File: src/sha256_pkg.sv
`timescale 1ns / 1ps
// ----------------------------------------------------------------------------
// sha256_pkg
// Shared types, constants and SHA-256 helper functions for the stream hasher.
// ----------------------------------------------------------------------------
package sha256_pkg;

  typedef logic [31:0] word_t;
  // Eight words, index 0 is a / H0.
  typedef logic [7:0][31:0] hash_t;

  typedef struct packed {
    logic [7:0] data_byte;
    logic       byte_present;
    logic       end_of_message;
  } item_t;

  typedef struct packed {
    logic [31:0] digest_word;
    logic [2:0]  word_index;
    logic        last_word;
  } digest_t;

  // Message window control: load shifts in a byte, step advances one word.
  typedef struct packed {
    logic       load;
    logic       step;
    logic [7:0] byte_in;
  } sched_ctl_t;

  // Round unit control: init copies the chaining value, step runs one round.
  typedef struct packed {
    logic init;
    logic step;
  } round_ctl_t;

  localparam logic [5:0] LastRound = 6'd63;
  localparam logic [5:0] LastByte  = 6'd63;
  localparam logic [2:0] LastWord  = 3'd7;
  // Upper fill bits equal to this mean the fill is at or past byte 56.
  localparam logic [2:0] LenZone   = 3'd7;
  localparam logic [7:0] PadMark   = 8'h80;

  localparam hash_t InitHash = {
    32'h5be0cd19, 32'h1f83d9ab, 32'h9b05688c, 32'h510e527f,
    32'ha54ff53a, 32'h3c6ef372, 32'hbb67ae85, 32'h6a09e667
  };

  function automatic word_t big_sigma0(input word_t x);
    return {x[1:0], x[31:2]} ^ {x[12:0], x[31:13]} ^ {x[21:0], x[31:22]};
  endfunction

  function automatic word_t big_sigma1(input word_t x);
    return {x[5:0], x[31:6]} ^ {x[10:0], x[31:11]} ^ {x[24:0], x[31:25]};
  endfunction

  function automatic word_t small_sigma0(input word_t x);
    return {x[6:0], x[31:7]} ^ {x[17:0], x[31:18]} ^ {3'b000, x[31:3]};
  endfunction

  function automatic word_t small_sigma1(input word_t x);
    return {x[16:0], x[31:17]} ^ {x[18:0], x[31:19]} ^ {10'b0, x[31:10]};
  endfunction

  function automatic word_t round_k(input logic [5:0] idx);
    word_t k;
    case (idx)
      6'd0:  k = 32'h428a2f98;  6'd1:  k = 32'h71374491;
      6'd2:  k = 32'hb5c0fbcf;  6'd3:  k = 32'he9b5dba5;
      6'd4:  k = 32'h3956c25b;  6'd5:  k = 32'h59f111f1;
      6'd6:  k = 32'h923f82a4;  6'd7:  k = 32'hab1c5ed5;
      6'd8:  k = 32'hd807aa98;  6'd9:  k = 32'h12835b01;
      6'd10: k = 32'h243185be;  6'd11: k = 32'h550c7dc3;
      6'd12: k = 32'h72be5d74;  6'd13: k = 32'h80deb1fe;
      6'd14: k = 32'h9bdc06a7;  6'd15: k = 32'hc19bf174;
      6'd16: k = 32'he49b69c1;  6'd17: k = 32'hefbe4786;
      6'd18: k = 32'h0fc19dc6;  6'd19: k = 32'h240ca1cc;
      6'd20: k = 32'h2de92c6f;  6'd21: k = 32'h4a7484aa;
      6'd22: k = 32'h5cb0a9dc;  6'd23: k = 32'h76f988da;
      6'd24: k = 32'h983e5152;  6'd25: k = 32'ha831c66d;
      6'd26: k = 32'hb00327c8;  6'd27: k = 32'hbf597fc7;
      6'd28: k = 32'hc6e00bf3;  6'd29: k = 32'hd5a79147;
      6'd30: k = 32'h06ca6351;  6'd31: k = 32'h14292967;
      6'd32: k = 32'h27b70a85;  6'd33: k = 32'h2e1b2138;
      6'd34: k = 32'h4d2c6dfc;  6'd35: k = 32'h53380d13;
      6'd36: k = 32'h650a7354;  6'd37: k = 32'h766a0abb;
      6'd38: k = 32'h81c2c92e;  6'd39: k = 32'h92722c85;
      6'd40: k = 32'ha2bfe8a1;  6'd41: k = 32'ha81a664b;
      6'd42: k = 32'hc24b8b70;  6'd43: k = 32'hc76c51a3;
      6'd44: k = 32'hd192e819;  6'd45: k = 32'hd6990624;
      6'd46: k = 32'hf40e3585;  6'd47: k = 32'h106aa070;
      6'd48: k = 32'h19a4c116;  6'd49: k = 32'h1e376c08;
      6'd50: k = 32'h2748774c;  6'd51: k = 32'h34b0bcb5;
      6'd52: k = 32'h391c0cb3;  6'd53: k = 32'h4ed8aa4a;
      6'd54: k = 32'h5b9cca4f;  6'd55: k = 32'h682e6ff3;
      6'd56: k = 32'h748f82ee;  6'd57: k = 32'h78a5636f;
      6'd58: k = 32'h84c87814;  6'd59: k = 32'h8cc70208;
      6'd60: k = 32'h90befffa;  6'd61: k = 32'ha4506ceb;
      6'd62: k = 32'hbef9a3f7;  6'd63: k = 32'hc67178f2;
      default: k = 32'h0;
    endcase
    return k;
  endfunction

endpackage

File: src/sha256_sched.sv
`timescale 1ns / 1ps
// ----------------------------------------------------------------------------
// sha256_sched
// 512-bit message window: bytes shift in during fill, words shift out during
// rounds with the schedule word appended at the tail.
// ----------------------------------------------------------------------------
module sha256_sched (
  input  logic                   clk,
  input  sha256_pkg::sched_ctl_t ctl,
  output sha256_pkg::word_t      w
);

  // Oldest word sits in the top 32 bits.
  logic [511:0] win;
  sha256_pkg::word_t w_next;

  assign w = win[511:480];

  // W[t+16] from W[t], W[t+1], W[t+9], W[t+14].
  assign w_next = sha256_pkg::small_sigma1(win[63:32]) + win[223:192]
                + sha256_pkg::small_sigma0(win[479:448]) + win[511:480];

  always_ff @(posedge clk) begin
    if (ctl.load) begin
      win <= {win[503:0], ctl.byte_in};
    end else if (ctl.step) begin
      win <= {win[479:0], w_next};
    end
  end

endmodule

File: src/sha256_round.sv
`timescale 1ns / 1ps
// ----------------------------------------------------------------------------
// sha256_round
// Working variables a..h and the single compression round shared by all
// 64 rounds.
// ----------------------------------------------------------------------------
module sha256_round (
  input  logic                   clk,
  input  sha256_pkg::round_ctl_t ctl,
  input  sha256_pkg::hash_t      chain,
  input  sha256_pkg::word_t      k,
  input  sha256_pkg::word_t      w,
  output sha256_pkg::hash_t      work
);

  sha256_pkg::word_t t1, t2, ch, maj;

  assign ch  = (work[4] & work[5]) ^ (~work[4] & work[6]);
  assign maj = (work[0] & work[1]) ^ (work[0] & work[2]) ^ (work[1] & work[2]);
  assign t1  = work[7] + sha256_pkg::big_sigma1(work[4]) + ch + k + w;
  assign t2  = sha256_pkg::big_sigma0(work[0]) + maj;

  always_ff @(posedge clk) begin
    if (ctl.init) begin
      work <= chain;
    end else if (ctl.step) begin
      work <= {work[6], work[5], work[4], work[3] + t1,
               work[2], work[1], work[0], t1 + t2};
    end
  end

endmodule

File: src/sha256_stream_hasher_top.sv
`timescale 1ns / 1ps
// Bytes are taken one per cycle while idle; each full 64-byte block then stalls
//   input for 64 rounds on the shared round unit and one chaining add.
// End of message: 9 to 72 padding bytes, each padded block through the rounds,
//   then eight digest transfers, one per cycle when the sink does not stall.
// Reset (rst, synchronous): chaining value to the initial hash, counts cleared.
// ----------------------------------------------------------------------------
// sha256_stream_hasher_top
// Byte-serial SHA-256 engine: a sequencer feeds bytes and padding into the
// message window and drives one round per cycle through the round unit.
// ----------------------------------------------------------------------------
module sha256_stream_hasher_top (
  input  logic                clk,
  input  logic                rst,
  input  logic                item_valid,
  output logic                item_stall,
  input  sha256_pkg::item_t   item,
  output logic                digest_valid,
  input  logic                digest_stall,
  output sha256_pkg::digest_t digest
);

  typedef enum logic [4:0] {
    ST_IDLE  = 5'b00001,
    ST_ROUND = 5'b00010,
    ST_FINAL = 5'b00100,
    ST_PAD   = 5'b01000,
    ST_OUT   = 5'b10000
  } state_t;

  state_t            state;
  logic [5:0]        round_idx;
  logic [5:0]        fill;        // byte position inside the current block
  logic [60:0]       count;       // message bytes, wraps mod 2^61
  logic              pad_active;  // end of message seen, padding pending
  logic              mark_sent;   // 0x80 already placed
  logic              final_blk;   // current block carries the bit length
  logic              len_done;    // last padded block is in the rounds
  logic [2:0]        out_idx;
  sha256_pkg::hash_t chain;
  sha256_pkg::hash_t work;
  sha256_pkg::word_t w;

  sha256_pkg::sched_ctl_t sched_ctl;
  sha256_pkg::round_ctl_t round_ctl;

  logic        take_byte;
  logic        final_eff;
  logic [63:0] bit_len;
  logic [7:0]  len_byte;
  logic [7:0]  pad_byte;

  // Only idle takes new input; every other state is busy on the current block.
  assign item_stall = (state != ST_IDLE);
  assign take_byte  = (state == ST_IDLE) && item_valid && item.byte_present;

  // Padding byte stream: the marker, then zeros, then the 64-bit bit length
  // big-endian in the last eight bytes of the final block. If the marker lands
  // past byte 55 the block is closed with zeros and one more block follows.
  assign bit_len   = {count, 3'b000};
  assign len_byte  = bit_len[{~fill[2:0], 3'b000} +: 8];
  assign final_eff = mark_sent ? final_blk : (fill[5:3] != sha256_pkg::LenZone);
  always_comb begin
    if (!mark_sent) begin
      pad_byte = sha256_pkg::PadMark;
    end else if (final_eff && (fill[5:3] == sha256_pkg::LenZone)) begin
      pad_byte = len_byte;
    end else begin
      pad_byte = 8'h00;
    end
  end

  assign sched_ctl.load    = take_byte || (state == ST_PAD);
  assign sched_ctl.step    = (state == ST_ROUND);
  assign sched_ctl.byte_in = (state == ST_PAD) ? pad_byte : item.data_byte;

  // The 64th byte of a block goes into the window in the same cycle that the
  // working variables pick up the chaining value.
  assign round_ctl.init = sched_ctl.load && (fill == sha256_pkg::LastByte);
  assign round_ctl.step = (state == ST_ROUND);

  sha256_sched u_sched (
    .clk (clk),
    .ctl (sched_ctl),
    .w   (w)
  );

  sha256_round u_round (
    .clk   (clk),
    .ctl   (round_ctl),
    .chain (chain),
    .k     (sha256_pkg::round_k(round_idx)),
    .w     (w),
    .work  (work)
  );

  // Digest words leave from the bottom of the chaining register; each
  // transfer shifts it down and refills the top with the initial hash, so the
  // register holds the initial value again after the eighth transfer.
  assign digest_valid       = (state == ST_OUT);
  assign digest.digest_word = chain[0];
  assign digest.word_index  = out_idx;
  assign digest.last_word   = (out_idx == sha256_pkg::LastWord);

  always_ff @(posedge clk) begin
    if (rst) begin
      state      <= ST_IDLE;
      round_idx  <= '0;
      fill       <= '0;
      count      <= '0;
      pad_active <= 1'b0;
      mark_sent  <= 1'b0;
      final_blk  <= 1'b0;
      len_done   <= 1'b0;
      out_idx    <= '0;
      chain      <= sha256_pkg::InitHash;
    end else begin
      case (state)
        ST_IDLE: begin
          if (item_valid) begin
            if (item.byte_present) begin
              fill  <= fill + 6'd1;
              count <= count + 61'd1;
            end
            if (item.end_of_message) begin
              pad_active <= 1'b1;
              mark_sent  <= 1'b0;
              final_blk  <= 1'b0;
              len_done   <= 1'b0;
            end
            if (item.byte_present && (fill == sha256_pkg::LastByte)) begin
              state     <= ST_ROUND;
              round_idx <= '0;
            end else if (item.end_of_message) begin
              state <= ST_PAD;
            end
          end
        end
        ST_ROUND: begin
          round_idx <= round_idx + 6'd1;
          if (round_idx == sha256_pkg::LastRound) begin
            state <= ST_FINAL;
          end
        end
        ST_FINAL: begin
          for (int i = 0; i < 8; i++) begin
            chain[i] <= chain[i] + work[i];
          end
          if (len_done) begin
            state   <= ST_OUT;
            out_idx <= '0;
          end else if (pad_active) begin
            state <= ST_PAD;
          end else begin
            state <= ST_IDLE;
          end
        end
        ST_PAD: begin
          fill      <= fill + 6'd1;
          mark_sent <= 1'b1;
          if (fill == sha256_pkg::LastByte) begin
            len_done  <= final_eff;
            // block closed; a following padded block always carries the length
            final_blk <= 1'b1;
            state     <= ST_ROUND;
            round_idx <= '0;
          end else if (!mark_sent) begin
            final_blk <= (fill[5:3] != sha256_pkg::LenZone);
          end
        end
        ST_OUT: begin
          if (!digest_stall) begin
            chain   <= {sha256_pkg::InitHash[out_idx], chain[7:1]};
            out_idx <= out_idx + 3'd1;
            if (out_idx == sha256_pkg::LastWord) begin
              state      <= ST_IDLE;
              count      <= '0;
              fill       <= '0;
              pad_active <= 1'b0;
              len_done   <= 1'b0;
            end
          end
        end
        default: begin
          state <= ST_IDLE;
        end
      endcase
    end
  end

`ifndef SYNTHESIS
  // No input transfer while a digest is still going out.
  a_no_take_during_out: assert property (@(posedge clk) disable iff (rst)
    (item_valid && !item_stall) |-> !digest_valid)
    else $error("input transfer while digest pending");

  // The last digest transfer returns the block to accepting input.
  a_idle_after_last: assert property (@(posedge clk) disable iff (rst)
    (digest_valid && !digest_stall && digest.last_word) |=> !item_stall)
    else $error("not idle after last digest word");

  // Digest words come out back to back in index order.
  a_index_step: assert property (@(posedge clk) disable iff (rst)
    (digest_valid && !digest_stall && !digest.last_word) |=>
      (digest_valid && (digest.word_index == $past(digest.word_index) + 3'd1)))
    else $error("digest word index out of order");
`endif

endmodule

File: config.mk
export PLATFORM = sky130hd
export DESIGN_NAME = sha256_stream_hasher_top
export DESIGN_NICKNAME = d
export VERILOG_FILES = /design/src/sha256_pkg.sv /design/src/sha256_sched.sv /design/src/sha256_round.sv /design/src/sha256_stream_hasher_top.sv
export SDC_FILE = /design/constraint.sdc
export NUM_CORES = 2
export LEC_CHECK = 0
export BUFFER_PORTS_ARGS = -buffer_cell sky130_fd_sc_hd__buf_2
export CAP_MARGIN = 20
export CORE_MARGIN = 2
export CORE_UTILIZATION = 54
export CTS_BUF_LIST = sky130_fd_sc_hd__clkbuf_4
export DETAILED_ROUTE_END_ITERATION = 10
export PLACE_DENSITY = 0.7
export SYNTH_ARGS = -nofsm -noshare
export SYNTH_HDL_FRONTEND = slang
export SYNTH_SLANG_ARGS = --single-unit
export TNS_END_PERCENT = 1
File: constraint.sdc
create_clock -name clk -period 25.9 [get_ports clk]
set_input_delay 2.59 -clock clk [delete_from_list [all_inputs] [get_ports clk]]
set_output_delay 2.59 -clock clk [all_outputs]
set_load 0.02 [all_outputs]
==> flow_summary.ini <==
[outcome]
status = finished clean

[die]
die_w_um = 380
rows = 138
top_level_ports = 52
die_h_um = 380
coreArea_mm2 = 0.141
dieArea_mm2 = 0.145
initial_core_util_pct = 54.2

[critical_path]
crit_fanout = 6
start_kind = flop
slowest_stage = edfxtp_1
path_class = reg2reg
required_ns = 26.91
slowest_delay_ns = 0.65
arrival_ns = 10.23
end_kind = flop

[layout]
post-route-util_pct = 58.0
drive_gt1_share_pct = 8.43
area_growth_pct = 6.93
nFillCells = 12718
nets = 9329

[synthesis]
syn-instance-count = 8802
synth_ff_type = edfxtp_1
synth_area_leaders = edfxtp_1 (30%), nand2_1 (13%), dfxtp_1 (11%)
yosysTopAreaCellShare_pct = 30.1
synth_commonest_cells = nand2_1 (2,660), edfxtp_1 (768), clkbuf_1 (477)
synth.avg_cell_area_um2 = 8.69
ys_seq_elements = 1171
synthArstFlopShare_pct = 0
yosys_warnings = 0
netlist_area_mm2 = 0.0765
ys_seq_area_share_pct = 40.7
synth_cell_types = 95
synth_most_common_cell = nand2_1
synth-edff-count = 768
syn_nets = 9412
yosysTopAreaCell = edfxtp_1

[placed_design]
portBuffers = 51
place.gp.congestion = 0.988
dpl.hpwl_mm = 166

[sta]
finalSetupViolCount = 0
hold_viol = 0
fin_setup_tns_ns = 0
period_needed_ns = 9.22
slew_violations = 0
period_share_pct = 35.6
slew_headroom_pct = 26.2
skew_ns = 0.131
rsz0062_at_grt = no
fmax_mhz = 109
tightestPinTransition_ns = 1.10

[clocking]
root_buffer = clkbuf_4
clk_pin_slew_ns = 0.07
cts_made_buffers = 339
cts.htree.levels = 5
cts_tree = done
cts_resized = 0
clock_sinks = 1171
postCtsSetupRepairBufs = 0
clock_tree.buffer_depth = 4
ctsHoldBuffers = 0
clk_latency_ns = 1.37

[global_routing]
grt_usage_pct = 32.0
grt_max_degree = 208
grt_pass1_wl_mm = 361
grt_antenna_before_repair = 8
grt_pass1_vias = 61110
overflow = 0

[detailed_routing]
wl_per_cell_um = 21.8
top_layer_used = met5
vias_per_cell = 6.01
drtAntennaViolNets = 0
wl_met1_mm = 104
drtIter0Drc = 7826
dr.pass1.iters = 6
drc_errors = 0
drt-total-wl_mm = 236
wl_met2_mm = 100
wl_met3_mm = 24.2
dr_total_vias = 65217

[worst_hold_path]
min_path_type = reg2reg

[flow_run]
maxCapViolCount = 0

[power]
ir_worst_vdd_mv = 0.0853
leakage_uw = 0.0341
p_per_area_mw_per_mm2 = 98.5
## path summary, 6_finish.rpt
path                               startpoint                    endpoint  slack [ns]  cells past startpoint
setup reg to reg  u_round.work[155]$_DFFE_PP_  u_round.work[31]$_DFFE_PP_       16.69                     32
hold reg to reg                          flop     chain[230]$_SDFFE_PP0P_        0.46                      2
setup / recovery  u_round.work[155]$_DFFE_PP_  u_round.work[31]$_DFFE_PP_       16.69                     32
hold / removal                           flop     chain[230]$_SDFFE_PP0P_        0.46                      2
## per-stage QoR
step / cell area, um^2 / hold WS, ns / worst slack, ns / total power (uW) / std cells
after floorplan: 76500 / 0.440 / 10.41 / 5360 / 8802
after global placement: 77600 / 0.451 / 16.85 / 6190 / 10264
after detailed placement: 77600 / 0.455 / 16.87 / 6260 / 10264
after CTS: 81700 / 0.451 / 16.85 / 8020 / 10842
after global routing: 81800 / 0.487 / 16.30 / 8610 / 10853
final: 81800 / 0.464 / 16.69 / 8060 / 10857
## placed cells by master, fill, tap and decap left out, types with 89 or more instances in the layout
master	synthesis	final
o21ai_0	456	455
dfxtp_1	403	403
o211ai_1	99	99
ha_1	401	401
nand2_1	2660	2657
inv_1	274	274
fa_1	195	195
nor2_1	456	452
a21o_1	168	168
xnor2_1	407	407
edfxtp_1	768	768
xor2_1	193	193
nor3_1	89	89
nand3_1	121	121
a21oi_1	469	469
clkbuf_4	0	503
## final cells by class
cell class,count,area (um^2),share of cell area [%]
antenna,11,27.5,0.0336
clock inverter,75,350,0.428
clock buffer,503,3780,4.62
inverter,282,1070,1.31
multi-input combinational,6797,42200,51.5
sequential,1171,31100,38.1
tap,1890,2360,2.89
timing repair buffer,128,935,1.14
## state kept, by name (all words and copies together) (netlist names), named ones only
signal	count
u_sched.win	512
u_round.work	256
chain	224
count	61
digest	32
u_round.k	32
fill	6
round_idx	6
state	5
out_idx	3
final_blk	1
len_done	1
mark_sent	1
pad_active	1
## per-layer routing
metal	global-route usage, %	up-vias
met1	46.2	31339
met2	46.2	2993
met5	0	-
met4	11.7	4
met3	7.94	544
li1	-	30337
## power by group
group	switching [uW]	leakage, uW	internal, uW
Combinational	2240	0.0212	1450
Sequential	195	0.0103	2440
Clock	833	0.00250	902
Total	3270	0.0341	4790
## critical path, delay by kind of cell, from the launching register on
family / cells / cell delay [ns]
AOI/OAI and AO/OA: 15 / 4.06
adders and majority gates: 6 / 2.57
xor gates and xnor gates: 4 / 0.84
and+or+nand+nor: 5 / 0.72
DFF: 1 / 0.65
buffers and inverters: 2 / 0.11
## cells by family (layout without fill, tap and decap cells)
| logic type | count (synthesis) | in the layout | synth area share, % |
|---|---|---|---|
| XOR/XNOR | 600 | 600 | 6.87 |
| multiplexers | 71 | 71 | 1.18 |
| AND/OR/NAND/NOR | 3704 | 3704 | 19.9 |
| AO/OA/AOI/OAI | 1804 | 1804 | 15.1 |
| buffers and inverters | 834 | 988 | 4.34 |
| other | 0 | 11 | 0 |
| adder cells (fa/ha/maj) | 618 | 618 | 11.9 |
| flip-flops | 1171 | 1171 | 40.7 |
(Power assumes the default switching activity.)
